==> src/hdl/hfdp_pkg.sv <==
// Shared types, constants and helper functions for the half-precision dot product.
// Used by every design module of the block; depends on nothing else.
`timescale 1ns / 1ps

package hfdp_pkg;

  localparam int LANES_DEF = 8;

  localparam logic [31:0] F32_QNAN = 32'h7FC0_0000;
  localparam logic [15:0] F16_QNAN = 16'h7E00;

  typedef enum logic [3:0] {
    S_IDLE,
    S_MUL1,
    S_MUL2,
    S_DEC,
    S_RDA,
    S_RDB,
    S_LDB,
    S_WAIT,
    S_WB,
    S_ROOT,
    S_ROOTLD,
    S_TRD,
    S_TLD,
    S_OUT
  } state_e;

  typedef enum logic [1:0] {
    PH_FLUSH,
    PH_RED,
    PH_TAIL
  } phase_e;

  typedef enum logic [1:0] {
    OPA_HOLD,
    OPA_LANE,
    OPA_ACC
  } opa_sel_e;

  typedef enum logic [1:0] {
    OPB_HOLD,
    OPB_LANE,
    OPB_PEND,
    OPB_PROD
  } opb_sel_e;

  typedef struct packed {
    logic     in_load;
    opa_sel_e opa_sel;
    opb_sel_e opb_sel;
    logic     lane_we;
    logic     lane_clr;
    logic     pend_we;
    logic     acc_from_lane;
    logic     acc_from_sum;
    logic     out_load;
  } cmd_t;

  typedef struct packed {
    logic last;
    logic out_free;
  } status_t;

  localparam int RED_A    = 0;
  localparam int RED_B    = 1;
  localparam int RED_ROOT = 2;

  function automatic int addr_w(input int depth);
    return (depth > 1) ? $clog2(depth) : 1;
  endfunction

  // Walks the lane reduction order: fold the upper half onto the lower half while
  // more than four sums remain, then add adjacent pairs. Each add writes into the
  // register that holds its first operand. Returns operand a or b of add number k,
  // or the register that holds the final sum.
  function automatic int red_op(input int lanes, input int k, input int sel);
    int s [16];
    int n;
    int h;
    int c;
    int r;
    n = lanes;
    c = 0;
    r = 0;
    for (int i = 0; i < 16; i++) s[i] = i;
    for (int p = 0; p < 8; p++) begin
      if (n > 4) begin
        h = n >> 1;
        for (int i = 0; i < 8; i++) begin
          if (i < h) begin
            if (c == k) r = (sel == RED_B) ? s[i + h] : s[i];
            c++;
          end
        end
        if ((n & 1) != 0) begin
          s[h] = s[n - 1];
          n = h + 1;
        end else begin
          n = h;
        end
      end
    end
    for (int p = 0; p < 8; p++) begin
      if (n > 1) begin
        h = n >> 1;
        for (int i = 0; i < 8; i++) begin
          if (i < h) begin
            if (c == k) r = (sel == RED_B) ? s[2 * i + 1] : s[2 * i];
            c++;
            s[i] = s[2 * i];
          end
        end
        if ((n & 1) != 0) begin
          s[h] = s[n - 1];
          n = h + 1;
        end else begin
          n = h;
        end
      end
    end
    if (sel == RED_ROOT) r = s[0];
    return r;
  endfunction

  // Leading zero count of a 27-bit word; 27 when the word is zero.
  function automatic logic [4:0] lzc27(input logic [26:0] v);
    logic [4:0] n;
    n = 5'd27;
    for (int i = 0; i < 27; i++) begin
      if (v[i]) n = 5'(26 - i);
    end
    return n;
  endfunction

endpackage

==> src/hdl/half_float_dot_product.sv <==
// An accepted item stalls the input while it passes two product stages and a decision
// step. Completing a block adds a flush through every lane. A last item adds the
// reduction adds (Lanes - 1 adds), the root, each held product, then the output.
// Throughput: one item at a time; every lane update goes through the one four-stage adder.
// Reset (rst_ni, async, active low) clears control, lane valid bits and output valid only.
`timescale 1ns / 1ps

module half_float_dot_product import hfdp_pkg::*; #(
  parameter int Lanes = LANES_DEF
) (
  input  logic        clk_i,
  input  logic        rst_ni,
  input  logic        in_valid_i,
  output logic        in_stall_o,
  input  logic [15:0] x_half_i,
  input  logic [15:0] w_half_i,
  input  logic        last_element_i,
  output logic        out_valid_o,
  input  logic        out_stall_i,
  output logic [15:0] dot_half_o
);

  localparam int LW  = $clog2(Lanes);
  localparam int PAW = addr_w(Lanes - 1);

  // The controller steps through one input transaction at a time. Each product is
  // formed exactly by the product stages. Products of an unfinished block sit in a small
  // RAM; when a block completes, each lane sum is updated through the shared adder.
  // On the last transaction the lanes are folded into one sum in the fixed order
  // of the reduction table, any held products are added in order, and the rounded
  // half-precision value is placed in the output register. The output register
  // parts the two channels, so a waiting result does not block a new transaction.
  cmd_t           cmd;
  status_t        st;
  logic [LW-1:0]  lane_raddr, lane_waddr;
  logic [PAW-1:0] pend_addr;

  hfdp_ctrl #(.Lanes(Lanes)) u_ctrl (
    .clk_i        (clk_i),
    .rst_ni       (rst_ni),
    .in_valid_i   (in_valid_i),
    .in_stall_o   (in_stall_o),
    .st_i         (st),
    .cmd_o        (cmd),
    .lane_raddr_o (lane_raddr),
    .lane_waddr_o (lane_waddr),
    .pend_addr_o  (pend_addr)
  );

  hfdp_dpath #(.Lanes(Lanes)) u_dpath (
    .clk_i          (clk_i),
    .rst_ni         (rst_ni),
    .x_half_i       (x_half_i),
    .w_half_i       (w_half_i),
    .last_element_i (last_element_i),
    .cmd_i          (cmd),
    .lane_raddr_i   (lane_raddr),
    .lane_waddr_i   (lane_waddr),
    .pend_addr_i    (pend_addr),
    .st_o           (st),
    .out_stall_i    (out_stall_i),
    .out_valid_o    (out_valid_o),
    .dot_half_o     (dot_half_o)
  );

endmodule

==> src/hdl/hfdp_ram.sv <==
// Generic single-write, single-read RAM with a registered read port.
// Depends on hfdp_pkg for the address width helper.
`timescale 1ns / 1ps

module hfdp_ram import hfdp_pkg::*; #(
  parameter int Width = 32,
  parameter int Depth = 8,
  localparam int AW = addr_w(Depth)
) (
  input  logic             clk_i,
  input  logic             we_i,
  input  logic [AW-1:0]    waddr_i,
  input  logic [Width-1:0] wdata_i,
  input  logic [AW-1:0]    raddr_i,
  output logic [Width-1:0] rdata_o
);

  logic [Width-1:0] mem_q [Depth];
  logic [Width-1:0] rdata_q;

  always_ff @(posedge clk_i) begin
    if (we_i) begin
      mem_q[waddr_i] <= wdata_i;
    end
    rdata_q <= mem_q[raddr_i];
  end

  assign rdata_o = rdata_q;

endmodule

==> src/hdl/hfdp_fadd.sv <==
// Four-stage pipelined binary32 adder, round to nearest even, with subnormals.
// Stages: align, add, normalize, round. Depends on hfdp_pkg.
`timescale 1ns / 1ps

module hfdp_fadd import hfdp_pkg::*; (
  input  logic        clk_i,
  input  logic [31:0] a_i,
  input  logic [31:0] b_i,
  output logic [31:0] sum_o
);

  // Align stage.
  logic        a_nan, b_nan, a_inf, b_inf, swap;
  logic [31:0] big, sml;
  logic [7:0]  eb, es, dexp;
  logic [26:0] mbx, msx, al;
  logic        spec_a;
  logic [31:0] sval_a;

  logic        s1_sign_q, s1_sub_q, s1_spec_q;
  logic [31:0] s1_sval_q;
  logic [8:0]  s1_exp_q;
  logic [26:0] s1_big_q, s1_sml_q;

  always_comb begin
    a_nan = (a_i[30:23] == 8'hFF) && (a_i[22:0] != 23'd0);
    b_nan = (b_i[30:23] == 8'hFF) && (b_i[22:0] != 23'd0);
    a_inf = (a_i[30:23] == 8'hFF) && (a_i[22:0] == 23'd0);
    b_inf = (b_i[30:23] == 8'hFF) && (b_i[22:0] == 23'd0);
    spec_a = a_nan || b_nan || a_inf || b_inf;
    if (a_nan || b_nan || (a_inf && b_inf && (a_i[31] != b_i[31]))) begin
      sval_a = F32_QNAN;
    end else if (a_inf) begin
      sval_a = {a_i[31], 8'hFF, 23'd0};
    end else begin
      sval_a = {b_i[31], 8'hFF, 23'd0};
    end
    swap = b_i[30:0] > a_i[30:0];
    big  = swap ? b_i : a_i;
    sml  = swap ? a_i : b_i;
    eb   = (big[30:23] == 8'd0) ? 8'd1 : big[30:23];
    es   = (sml[30:23] == 8'd0) ? 8'd1 : sml[30:23];
    dexp = eb - es;
    mbx  = {(big[30:23] != 8'd0), big[22:0], 3'b000};
    msx  = {(sml[30:23] != 8'd0), sml[22:0], 3'b000};
    if (dexp >= 8'd27) begin
      al = {26'd0, (msx != 27'd0)};
    end else begin
      al = msx >> dexp;
      al[0] = al[0] | ((msx & ((27'd1 << dexp) - 27'd1)) != 27'd0);
    end
  end

  always_ff @(posedge clk_i) begin
    s1_sign_q <= big[31];
    s1_sub_q  <= a_i[31] ^ b_i[31];
    s1_spec_q <= spec_a;
    s1_sval_q <= sval_a;
    s1_exp_q  <= {1'b0, eb};
    s1_big_q  <= mbx;
    s1_sml_q  <= al;
  end

  // Add stage.
  logic        s2_sign_q, s2_sub_q, s2_spec_q;
  logic [31:0] s2_sval_q;
  logic [8:0]  s2_exp_q;
  logic [27:0] s2_sum_q;

  always_ff @(posedge clk_i) begin
    s2_sign_q <= s1_sign_q;
    s2_sub_q  <= s1_sub_q;
    s2_spec_q <= s1_spec_q;
    s2_sval_q <= s1_sval_q;
    s2_exp_q  <= s1_exp_q;
    s2_sum_q  <= s1_sub_q ? ({1'b0, s1_big_q} - {1'b0, s1_sml_q})
                          : ({1'b0, s1_big_q} + {1'b0, s1_sml_q});
  end

  // Normalize stage: the left shift stops at the subnormal boundary.
  logic [4:0]  lz, shl;
  logic [8:0]  lim;
  logic [26:0] nm;
  logic [8:0]  ne;

  logic        s3_sign_q, s3_zsign_q, s3_spec_q, s3_zero_q;
  logic [31:0] s3_sval_q;
  logic [8:0]  s3_exp_q;
  logic [26:0] s3_m_q;

  always_comb begin
    lz  = lzc27(s2_sum_q[26:0]);
    lim = s2_exp_q - 9'd1;
    shl = ({4'd0, lz} < lim) ? lz : lim[4:0];
    if (s2_sum_q[27]) begin
      nm = {s2_sum_q[27:2], s2_sum_q[1] | s2_sum_q[0]};
      ne = s2_exp_q + 9'd1;
    end else begin
      nm = s2_sum_q[26:0] << shl;
      ne = s2_exp_q - {4'd0, shl};
    end
  end

  always_ff @(posedge clk_i) begin
    s3_sign_q  <= s2_sign_q;
    s3_zsign_q <= s2_sub_q ? 1'b0 : s2_sign_q;
    s3_spec_q  <= s2_spec_q;
    s3_sval_q  <= s2_sval_q;
    s3_zero_q  <= (s2_sum_q == 28'd0);
    s3_exp_q   <= ne;
    s3_m_q     <= nm;
  end

  // Round stage. A carry out of the fraction moves into the exponent field.
  logic [8:0]  ef;
  logic        rnd;
  logic [30:0] mag;
  logic [31:0] res;
  logic [31:0] res_q;

  always_comb begin
    ef  = s3_m_q[26] ? s3_exp_q : 9'd0;
    rnd = s3_m_q[2] && (s3_m_q[1] || s3_m_q[0] || s3_m_q[3]);
    mag = {ef[7:0], s3_m_q[25:3]} + {30'd0, rnd};
    if (s3_spec_q) begin
      res = s3_sval_q;
    end else if (s3_zero_q) begin
      res = {s3_zsign_q, 31'd0};
    end else if (ef >= 9'd255) begin
      res = {s3_sign_q, 8'hFF, 23'd0};
    end else begin
      res = {s3_sign_q, mag};
    end
  end

  always_ff @(posedge clk_i) begin
    res_q <= res;
  end

  assign sum_o = res_q;

endmodule

==> src/hdl/hfdp_dpath.sv <==
// Datapath: input capture, exact product, lane and held-product RAMs, adder, output.
// Depends on hfdp_pkg, hfdp_ram and hfdp_fadd.
`timescale 1ns / 1ps

module hfdp_dpath import hfdp_pkg::*; #(
  parameter int Lanes = LANES_DEF,
  localparam int LW  = $clog2(Lanes),
  localparam int PAW = addr_w(Lanes - 1)
) (
  input  logic           clk_i,
  input  logic           rst_ni,
  input  logic [15:0]    x_half_i,
  input  logic [15:0]    w_half_i,
  input  logic           last_element_i,
  input  cmd_t           cmd_i,
  input  logic [LW-1:0]  lane_raddr_i,
  input  logic [LW-1:0]  lane_waddr_i,
  input  logic [PAW-1:0] pend_addr_i,
  output status_t        st_o,
  input  logic           out_stall_i,
  output logic           out_valid_o,
  output logic [15:0]    dot_half_o
);

  logic [15:0] x_q, w_q;
  logic        last_q;

  always_ff @(posedge clk_i) begin
    if (cmd_i.in_load) begin
      x_q    <= x_half_i;
      w_q    <= w_half_i;
      last_q <= last_element_i;
    end
  end

  // Product, first stage: significand multiply and classification.
  logic [4:0]  ex, ew;
  logic        x_nan, w_nan, x_inf, w_inf, x_zero, w_zero;
  logic [21:0] p1_int_q;
  logic [5:0]  p1_exp_q;
  logic        p1_sign_q, p1_nan_q, p1_inf_q, p1_zero_q;

  always_comb begin
    ex     = (x_q[14:10] == 5'd0) ? 5'd1 : x_q[14:10];
    ew     = (w_q[14:10] == 5'd0) ? 5'd1 : w_q[14:10];
    x_nan  = (x_q[14:10] == 5'h1F) && (x_q[9:0] != 10'd0);
    w_nan  = (w_q[14:10] == 5'h1F) && (w_q[9:0] != 10'd0);
    x_inf  = (x_q[14:10] == 5'h1F) && (x_q[9:0] == 10'd0);
    w_inf  = (w_q[14:10] == 5'h1F) && (w_q[9:0] == 10'd0);
    x_zero = (x_q[14:0] == 15'd0);
    w_zero = (w_q[14:0] == 15'd0);
  end

  always_ff @(posedge clk_i) begin
    p1_int_q  <= {(x_q[14:10] != 5'd0), x_q[9:0]} * {(w_q[14:10] != 5'd0), w_q[9:0]};
    p1_exp_q  <= {1'b0, ex} + {1'b0, ew};
    p1_sign_q <= x_q[15] ^ w_q[15];
    p1_nan_q  <= x_nan || w_nan || (x_inf && w_zero) || (w_inf && x_zero);
    p1_inf_q  <= x_inf || w_inf;
    p1_zero_q <= x_zero || w_zero;
  end

  // Product, second stage: normalize to binary32. Always exact.
  logic [4:0]  plz;
  logic [26:0] pnorm;
  logic [7:0]  pexp;
  logic [31:0] prod_q;

  always_comb begin
    plz   = lzc27({p1_int_q, 5'd0});
    pnorm = {p1_int_q, 5'd0} << plz;
    pexp  = 8'({2'd0, p1_exp_q} + 8'd98 - {3'd0, plz});
  end

  always_ff @(posedge clk_i) begin
    if (p1_nan_q) begin
      prod_q <= F32_QNAN;
    end else if (p1_inf_q) begin
      prod_q <= {p1_sign_q, 8'hFF, 23'd0};
    end else if (p1_zero_q) begin
      prod_q <= {p1_sign_q, 31'd0};
    end else begin
      prod_q <= {p1_sign_q, pexp, pnorm[25:3]};
    end
  end

  // Lane sums: RAM plus one valid bit per lane; an invalid lane reads as +0.
  logic [31:0] sum;
  logic [31:0] lane_rdata, lane_data;
  logic [Lanes-1:0] lane_vld_q;
  logic        lane_rv_q;

  hfdp_ram #(.Width(32), .Depth(Lanes)) u_lane_ram (
    .clk_i   (clk_i),
    .we_i    (cmd_i.lane_we),
    .waddr_i (lane_waddr_i),
    .wdata_i (sum),
    .raddr_i (lane_raddr_i),
    .rdata_o (lane_rdata)
  );

  always_ff @(posedge clk_i or negedge rst_ni) begin
    if (!rst_ni) begin
      lane_vld_q <= '0;
      lane_rv_q  <= 1'b0;
    end else begin
      lane_rv_q <= lane_vld_q[lane_raddr_i];
      if (cmd_i.lane_clr) begin
        lane_vld_q <= '0;
      end else if (cmd_i.lane_we) begin
        lane_vld_q[lane_waddr_i] <= 1'b1;
      end
    end
  end

  assign lane_data = lane_rv_q ? lane_rdata : 32'd0;

  logic [31:0] pend_rdata;

  hfdp_ram #(.Width(32), .Depth(Lanes - 1)) u_pend_ram (
    .clk_i   (clk_i),
    .we_i    (cmd_i.pend_we),
    .waddr_i (pend_addr_i),
    .wdata_i (prod_q),
    .raddr_i (pend_addr_i),
    .rdata_o (pend_rdata)
  );

  // Adder operands and accumulator.
  logic [31:0] opa_q, opb_q, acc_q;

  always_ff @(posedge clk_i) begin
    unique case (cmd_i.opa_sel)
      OPA_LANE: opa_q <= lane_data;
      OPA_ACC:  opa_q <= acc_q;
      default:  opa_q <= opa_q;
    endcase
    unique case (cmd_i.opb_sel)
      OPB_LANE: opb_q <= lane_data;
      OPB_PEND: opb_q <= pend_rdata;
      OPB_PROD: opb_q <= prod_q;
      default:  opb_q <= opb_q;
    endcase
    if (cmd_i.acc_from_lane) begin
      acc_q <= lane_data;
    end else if (cmd_i.acc_from_sum) begin
      acc_q <= sum;
    end
  end

  hfdp_fadd u_fadd (
    .clk_i (clk_i),
    .a_i   (opa_q),
    .b_i   (opb_q),
    .sum_o (sum)
  );

  // Binary32 to binary16, round to nearest even.
  logic        hs;
  logic [7:0]  he;
  logic [22:0] hmant;
  logic [15:0] hm, half_res;
  logic [12:0] hrem;
  logic [4:0]  sh;
  logic [23:0] m24, sub_hm, sub_rem, sub_half;

  always_comb begin
    hs       = acc_q[31];
    he       = acc_q[30:23];
    hmant    = acc_q[22:0];
    hrem     = hmant[12:0];
    hm       = {1'b0, 5'(he - 8'd112), hmant[22:13]};
    sh       = 5'(8'd126 - he);
    m24      = {1'b1, hmant};
    sub_hm   = m24 >> sh;
    sub_rem  = m24 & ((24'd1 << sh) - 24'd1);
    sub_half = 24'd1 << (sh - 5'd1);
    if (he == 8'hFF) begin
      half_res = (hmant != 23'd0) ? F16_QNAN : {hs, 15'h7C00};
    end else if (he >= 8'd143) begin
      half_res = {hs, 15'h7C00};
    end else if (he >= 8'd113) begin
      if ((hrem > 13'h1000) || ((hrem == 13'h1000) && hm[0])) begin
        half_res = {hs, 15'd0} | (hm + 16'd1);
      end else begin
        half_res = {hs, 15'd0} | hm;
      end
    end else if ((he == 8'd0) || (he <= 8'd101)) begin
      half_res = {hs, 15'd0};
    end else begin
      if ((sub_rem > sub_half) || ((sub_rem == sub_half) && sub_hm[0])) begin
        half_res = {hs, 15'd0} | (sub_hm[15:0] + 16'd1);
      end else begin
        half_res = {hs, 15'd0} | sub_hm[15:0];
      end
    end
  end

  logic        out_valid_q;
  logic [15:0] dot_q;

  always_ff @(posedge clk_i or negedge rst_ni) begin
    if (!rst_ni) begin
      out_valid_q <= 1'b0;
    end else if (cmd_i.out_load) begin
      out_valid_q <= 1'b1;
    end else if (!out_stall_i) begin
      out_valid_q <= 1'b0;
    end
  end

  always_ff @(posedge clk_i) begin
    if (cmd_i.out_load) begin
      dot_q <= half_res;
    end
  end

  assign out_valid_o = out_valid_q;
  assign dot_half_o  = dot_q;
  assign st_o.last     = last_q;
  assign st_o.out_free = !out_valid_q || !out_stall_i;

endmodule

==> src/hdl/hfdp_ctrl.sv <==
// Controller: sequences multiply, block flush, lane reduction, tail sum and output.
// Depends on hfdp_pkg; drives the datapath through cmd_t and RAM addresses.
`timescale 1ns / 1ps

module hfdp_ctrl import hfdp_pkg::*; #(
  parameter int Lanes = LANES_DEF,
  localparam int LW  = $clog2(Lanes),
  localparam int PAW = addr_w(Lanes - 1),
  localparam int CW  = $clog2(Lanes + 1)
) (
  input  logic           clk_i,
  input  logic           rst_ni,
  input  logic           in_valid_i,
  output logic           in_stall_o,
  input  status_t        st_i,
  output cmd_t           cmd_o,
  output logic [LW-1:0]  lane_raddr_o,
  output logic [LW-1:0]  lane_waddr_o,
  output logic [PAW-1:0] pend_addr_o
);

  localparam logic [LW-1:0] RedRoot = LW'(red_op(Lanes, 0, RED_ROOT));

  logic [LW-1:0] red_a_tab [Lanes-1];
  logic [LW-1:0] red_b_tab [Lanes-1];

  for (genvar k = 0; k < Lanes - 1; k++) begin : g_red
    assign red_a_tab[k] = LW'(red_op(Lanes, k, RED_A));
    assign red_b_tab[k] = LW'(red_op(Lanes, k, RED_B));
  end

  state_e        state_q, state_d;
  phase_e        phase_q, phase_d;
  logic [CW-1:0] cnt_q, cnt_d;
  logic [LW-1:0] pos_q, pos_d;
  logic [1:0]    wcnt_q, wcnt_d;

  logic [LW-1:0] red_a, red_b;
  logic          flush, last_lane;

  assign red_a     = red_a_tab[cnt_q[PAW-1:0]];
  assign red_b     = red_b_tab[cnt_q[PAW-1:0]];
  assign flush     = (phase_q == PH_FLUSH);
  assign last_lane = (cnt_q == CW'(Lanes - 1));

  always_ff @(posedge clk_i or negedge rst_ni) begin
    if (!rst_ni) begin
      state_q <= S_IDLE;
      phase_q <= PH_FLUSH;
      cnt_q   <= '0;
      pos_q   <= '0;
      wcnt_q  <= '0;
    end else begin
      state_q <= state_d;
      phase_q <= phase_d;
      cnt_q   <= cnt_d;
      pos_q   <= pos_d;
      wcnt_q  <= wcnt_d;
    end
  end

  // Next state.
  always_comb begin
    state_d = state_q;
    phase_d = phase_q;
    cnt_d   = cnt_q;
    pos_d   = pos_q;
    wcnt_d  = '0;
    unique case (state_q)
      S_IDLE: begin
        if (in_valid_i) state_d = S_MUL1;
      end
      S_MUL1: state_d = S_MUL2;
      S_MUL2: state_d = S_DEC;
      S_DEC: begin
        cnt_d = '0;
        if (pos_q == LW'(Lanes - 1)) begin
          phase_d = PH_FLUSH;
          state_d = S_RDA;
        end else begin
          pos_d = pos_q + LW'(1);
          if (st_i.last) begin
            phase_d = PH_RED;
            state_d = S_RDA;
          end else begin
            state_d = S_IDLE;
          end
        end
      end
      S_RDA: state_d = S_RDB;
      S_RDB: state_d = S_LDB;
      S_LDB: state_d = S_WAIT;
      S_WAIT: begin
        wcnt_d = wcnt_q + 2'd1;
        if (wcnt_q == 2'd3) state_d = S_WB;
      end
      S_WB: begin
        cnt_d = cnt_q + CW'(1);
        unique case (phase_q)
          PH_FLUSH: begin
            if (last_lane) begin
              pos_d = '0;
              if (st_i.last) begin
                phase_d = PH_RED;
                cnt_d   = '0;
                state_d = S_RDA;
              end else begin
                state_d = S_IDLE;
              end
            end else begin
              state_d = S_RDA;
            end
          end
          PH_RED: begin
            state_d = (cnt_q == CW'(Lanes - 2)) ? S_ROOT : S_RDA;
          end
          default: begin
            state_d = (cnt_d == CW'(pos_q)) ? S_OUT : S_TRD;
          end
        endcase
      end
      S_ROOT: state_d = S_ROOTLD;
      S_ROOTLD: begin
        cnt_d = '0;
        if (pos_q == '0) begin
          state_d = S_OUT;
        end else begin
          phase_d = PH_TAIL;
          state_d = S_TRD;
        end
      end
      S_TRD: state_d = S_TLD;
      S_TLD: state_d = S_WAIT;
      S_OUT: begin
        if (st_i.out_free) begin
          pos_d   = '0;
          state_d = S_IDLE;
        end
      end
      default: state_d = S_IDLE;
    endcase
  end

  // Outputs.
  always_comb begin
    cmd_o        = '0;
    lane_raddr_o = '0;
    lane_waddr_o = flush ? cnt_q[LW-1:0] : red_a;
    pend_addr_o  = cnt_q[PAW-1:0];
    in_stall_o   = (state_q != S_IDLE);
    unique case (state_q)
      S_IDLE: cmd_o.in_load = in_valid_i;
      S_DEC: begin
        pend_addr_o  = pos_q[PAW-1:0];
        cmd_o.pend_we = (pos_q != LW'(Lanes - 1));
      end
      S_RDA: lane_raddr_o = flush ? cnt_q[LW-1:0] : red_a;
      S_RDB: begin
        lane_raddr_o  = red_b;
        cmd_o.opa_sel = OPA_LANE;
      end
      S_LDB: begin
        if (!flush) begin
          cmd_o.opb_sel = OPB_LANE;
        end else if (last_lane) begin
          cmd_o.opb_sel = OPB_PROD;
        end else begin
          cmd_o.opb_sel = OPB_PEND;
        end
      end
      S_WB: begin
        cmd_o.lane_we      = (phase_q != PH_TAIL);
        cmd_o.acc_from_sum = (phase_q == PH_TAIL);
      end
      S_ROOT: lane_raddr_o = RedRoot;
      S_ROOTLD: begin
        lane_raddr_o        = RedRoot;
        cmd_o.acc_from_lane = 1'b1;
      end
      S_TRD: cmd_o.opa_sel = OPA_ACC;
      S_TLD: cmd_o.opb_sel = OPB_PEND;
      S_OUT: begin
        cmd_o.out_load = st_i.out_free;
        cmd_o.lane_clr = st_i.out_free;
      end
      default: ;
    endcase
  end

endmodule

==> config.mk <==
export PLATFORM = sky130hd
export DESIGN_NAME = half_float_dot_product
export DESIGN_NICKNAME = d
export VERILOG_FILES = /design/src/hdl/hfdp_pkg.sv /design/src/hdl/half_float_dot_product.sv /design/src/hdl/hfdp_ram.sv /design/src/hdl/hfdp_fadd.sv /design/src/hdl/hfdp_dpath.sv /design/src/hdl/hfdp_ctrl.sv
export SDC_FILE = /design/constraint.sdc
export NUM_CORES = 2
export LEC_CHECK = 0
export BUFFER_PORTS_ARGS = -buffer_cell sky130_fd_sc_hd__buf_4
export CAP_MARGIN = 25
export CORE_AREA = 2 2 344 346
export DETAILED_ROUTE_END_ITERATION = 12
export DIE_AREA = 0 0 346 348
export PLACE_DENSITY = 0.59
export SYNTH_ARGS = -nofsm -noshare
export SYNTH_HDL_FRONTEND = slang
export SYNTH_HIERARCHICAL = 1
export SYNTH_SLANG_ARGS = --single-unit
==> constraint.sdc <==
create_clock -name clk_i -period 8.8 [get_ports clk_i]
set_clock_uncertainty 0.15 [all_clocks]
set_input_delay 0.44 -clock clk_i [delete_from_list [all_inputs] [get_ports clk_i]]
set_output_delay 0.44 -clock clk_i [all_outputs]
set_load 0.05 [all_outputs]
==> flow_metrics.py <==
metrics = {
    "detailed_routing": {
        "drcViolationCount": 0,
        "num_vias": 36595,
        "vias_per_cell": 5.861,
        "dr.pass1.iters": 8,
        "drtIter0Drc": 3493,
        "ant_nets": 0,
        "totalWireLength_um": 147800,
        "wl_per_cell_um": 23.66,
    },
    "worst_hold_path": {
        "worstHoldStart": "u_dpath/u_fadd/s1_exp_q[1]$_DFF_P_",
        "hp-class": "flip-flop to flip-flop",
        "hold_depth": 0,
        "whs_endpoint": "u_dpath/u_fadd/s2_exp_q[1]$_DFF_P_",
    },
    "synthesis": {
        "synth_compound_area_frac": 0.1270,
        "synth_seq_area_share": 0.4882,
        "synth-seq-cells": 955,
        "synthSimpleGateAreaFrac": 0.1177,
        "synth.distinct_cells": 111,
        "synth.mux.area_fraction": 0.1106,
        "synthXorXnorAreaFrac": 0.02395,
        "synth_warnings": 6,
        "postSynthAreaPerCell_um2": 11.39,
        "synthesis.area_um2": 52240,
        "synthFlopType": "edfxtp_1",
        "synth_top_family_by_area": "compound AO/OA/AOI/OAI gates",
        "syn_inst": 4585,
        "synth_edf_count": 625,
        "synthAdderAreaFrac": 0.08623,
        "async_flop_share": 0.02618,
    },
    "setup_path": {
        "cp_max_fo": 16,
        "cp.arrival_ns": 8.51,
        "worstSetupEndpointType": "flip-flop",
        "critPathRequiredTime_ns": 9.20,
        "r2r_end": "u_dpath/u_fadd/s1_sml_q[0]$_DFF_P_",
        "crit_path_start_kind": "flip-flop",
        "reg2reg_from": "u_dpath/opa_q[13]$_DFFE_PP_",
        "cp_top_family": "compound AO/OA/AOI/OAI gates",
        "rr_worst_depth": 25,
        "crit_type": "flip-flop to flip-flop",
        "r2r_slack_ns": 0.69,
        "max_stage_delay_ns": 0.64,
        "worst_path_max_delay_cell": "nor4_1",
        "cp.buffers_inverters": 2,
    },
    "final_layout": {
        "layout-drive-gt1-share": 0.1307,
        "nets": 4962,
        "regArea_um2": 25500,
        "multiInputGateArea_um2": 24580,
        "area_growth_pct": 11.18,
        "fill_cells": 10481,
    },
    "clock_tree": {
        "cts_sinks": 955,
        "root_buffer": "clkbuf_16",
        "numCtsBuffers": 102,
        "htreeDepth": 3,
        "postCtsHoldBufs": 38,
        "post_cts_buffers": 0,
        "clk_path_buf_depth": 3,
        "cts-resized-gates": 0,
        "cts_tree": "built",
        "clk-insertion-delay-late_ns": 0.70,
        "clk_pin_slew_ns": 0.06,
    },
    "sta": {
        "timing.final.crit_share": 0.9219,
        "final_max_slew_viol_count": 0,
        "setup_viol": 0,
        "grt_setup_unrepaired": "false",
        "min_period_ns": 8.112,
        "relSlewSlack": 0.3393,
        "hold_ws_ns": 0.1770,
        "max_freq_mhz": 123.3,
        "setup_tns_ns": 0,
        "tightest_slew_ns": 0.9911,
        "hold_viol": 0,
    },
    "floorplanning": {
        "start_util": 0.4466,
        "die_y_um": 348,
        "placementRows": 126,
        "die_area_um2": 120400,
        "die_x_um": 346,
        "io_pins": 55,
        "core_region_area_um2": 117000,
    },
    "grt": {
        "grt_max_degree": 92,
        "groute.usage.overall": 0.2412,
        "grt_pass1_vias": 35006,
        "grt_antenna_before_repair": 3,
        "grt_pass1_wl_um": 222000,
        "grt_overflow": 0,
    },
    "pwr": {
        "power_frac_comb": 0.488,
        "swShare": 0.4400,
        "p_sw_mw": 10.28,
        "power_density_nw_per_um2": 402.4,
        "seq_power_share": 0.317,
        "intPower_mw": 13.09,
        "leakage_nw": 21.57,
        "ir_worst_vdd_mv": 0.4728,
        "pwr-share-clk": 0.196,
    },
    "run_status": {
        "status": "finished clean",
    },
    "placed_design": {
        "gp_congestion": 0.9183,
        "dp_hpwl_um": 103700,
        "portBuffers": 54,
    },
    "run": {
        "cap_violations": 0,
    },
}
-- power by group through the flow --
stage                     clock network (mW)  logic [mW]  registers [mW]
final                                   4.57        11.4            7.40
after global routing                    4.82        12.4            7.52
after CTS                               4.65        11.3            7.37
after detailed placement                   0        11.2            7.46
after global placement                     0        11.3            7.43
after floorplan                            0        8.20            6.82
-- final cells by class --
cell class	count	share of cell area
inverter	290	0.01874
sequential	955	0.4391
clock buffer	126	0.04889
tap	1536	0.03309
clock inverter	67	0.01403
multi-input combinational	3104	0.4232
timing repair buffer	163	0.02282
antenna	3	0.0001293
-- synth_stat cells (25+ instances only) --
cell type	instances	area share
mux4_2	53	0.023
o22ai_1	55	0.0066
nor2b_1	31	0.0037
nand2b_1	69	0.0083
and2_1	96	0.011
xor2_1	65	0.011
mux2i_1	194	0.037
dfrtp_1	25	0.012
o221ai_2	30	0.0086
and3_1	36	0.0043
clkbuf_1	141	0.010
ha_1	224	0.054
edfxtp_1	625	0.36
mux4_1	48	0.024
nand3_1	99	0.0095
nand2_1	408	0.029
a31oi_1	27	0.0032
fa_1	85	0.033
dfxtp_1	305	0.12
o211ai_2	32	0.0077
nor4_1	42	0.0050
nor2_1	286	0.021
o211ai_1	26	0.0037
o21ai_0	260	0.025
a211oi_1	43	0.0062
mux2_4	32	0.0092
nand4_1	27	0.0032
buf_2	42	0.0040
nor3_1	88	0.0084
mux2_2	80	0.017
inv_1	282	0.020
xnor2_1	71	0.012
a21o_1	34	0.0049
a21oi_1	207	0.020
-- how the worst max path moves through the flow --
stage | startpoint | cells after the start | to | slack [ns]
finish | u_dpath/opa_q[13]$_DFFE_PP_ | 25 | u_dpath/u_fadd/s1_sml_q[0]$_DFF_P_ | 0.69
floorplan | u_dpath/opb_q[14]$_DFFE_PP_ | 26 | u_dpath/u_fadd/s1_sml_q[0]$_DFF_P_ | 2.78
detailed placement | u_dpath/opa_q[13]$_DFFE_PP_ | 25 | u_dpath/u_fadd/s1_sml_q[0]$_DFF_P_ | 0.91
global route | u_dpath/opa_q[13]$_DFFE_PP_ | 25 | u_dpath/u_fadd/s1_sml_q[0]$_DFF_P_ | 0.27
global placement | u_dpath/opa_q[13]$_DFFE_PP_ | 25 | u_dpath/u_fadd/s1_sml_q[0]$_DFF_P_ | 0.98
CTS | u_dpath/opa_q[13]$_DFFE_PP_ | 25 | u_dpath/u_fadd/s1_sml_q[0]$_DFF_P_ | 0.82
-- per-stage QoR --
| stage | instance area, µm² | worst slack [ns] | utilization | std cells | total power [mW] |
|---|---|---|---|---|---|
| 2_1_floorplan | 52290 | 2.777 | - | 4598 | 15.02 |
| 6_report | 58070 | 0.6877 | 0.4965 | 6244 | 23.37 |
| 3_3_place_gp | 54000 | 0.9789 | 0.4617 | 6007 | 18.68 |
| 3_5_place_dp | 54020 | 0.9063 | 0.4618 | 6010 | 18.69 |
| 5_1_grt | 58070 | 0.2710 | 0.4964 | 6241 | 24.75 |
| 4_1_cts | 58070 | 0.8220 | 0.4964 | 6241 | 23.35 |
-- cell usage in the layout (no fill, tap or decap), types with 30 or more instances in the layout --
cell and n:
o21ai_0 258, ha_1 223, mux4_2 53, xor2_1 64, nor2_1 273, clkbuf_16 107, dlygate4sd3_1 37, xnor2_1 71
o22ai_1 55, nand3_1 99, inv_1 282, nor4_1 42, nor2b_1 31, a21o_1 34, nand2b_1 69, mux2i_1 194
a21oi_1 207, and3_1 35, and2_1 96, dfxtp_1 304, o211ai_2 32, mux2_4 32, buf_4 124, nand2_1 408
mux4_1 48, a211oi_1 43, fa_1 85, mux2_2 79, nor3_1 82, o221ai_2 30, edfxtp_1 625
-- routing by layer --
| metal | part of all wire | track usage |
|---|---|---|
| met5 | 0.000088 | 0 |
| met1 | 0.45 | 0.3439 |
| met2 | 0.45 | 0.3779 |
| met4 | 0.039 | 0.08734 |
| met3 | 0.061 | 0.03134 |
-- kinds of logic after synthesis --
kind of cell	count (synthesis)
and+or+nand+nor	1272
AOI/OAI and AO/OA	963
DFF	955
buffers and inverters	539
muxes	407
adders and majority gates	309
xor gates and xnor gates	139
other	1
-- state kept, by name, summed over array words and instances, names as in the netlist, 22 cells and up --
register                    count
u_dpath/u_pend_ram/mem_q      224
u_dpath/opb_q                  32
u_dpath/u_lane_ram/rdata_o     32
u_dpath/u_lane_ram/mem_q      256
u_dpath/acc_q                  32
u_dpath/u_fadd/s2_sum_q        28
u_dpath/u_fadd/s3_m_q          27
u_dpath/u_fadd/s1_big_q        24
u_dpath/p1_int_q               22
u_dpath/u_fadd/sum_o           32
u_dpath/u_fadd/s1_sml_q        27
u_dpath/opa_q                  32
u_dpath/u_pend_ram/rdata_o     32
u_dpath/prod_q                 30
(Power assumes the default switching activity.)
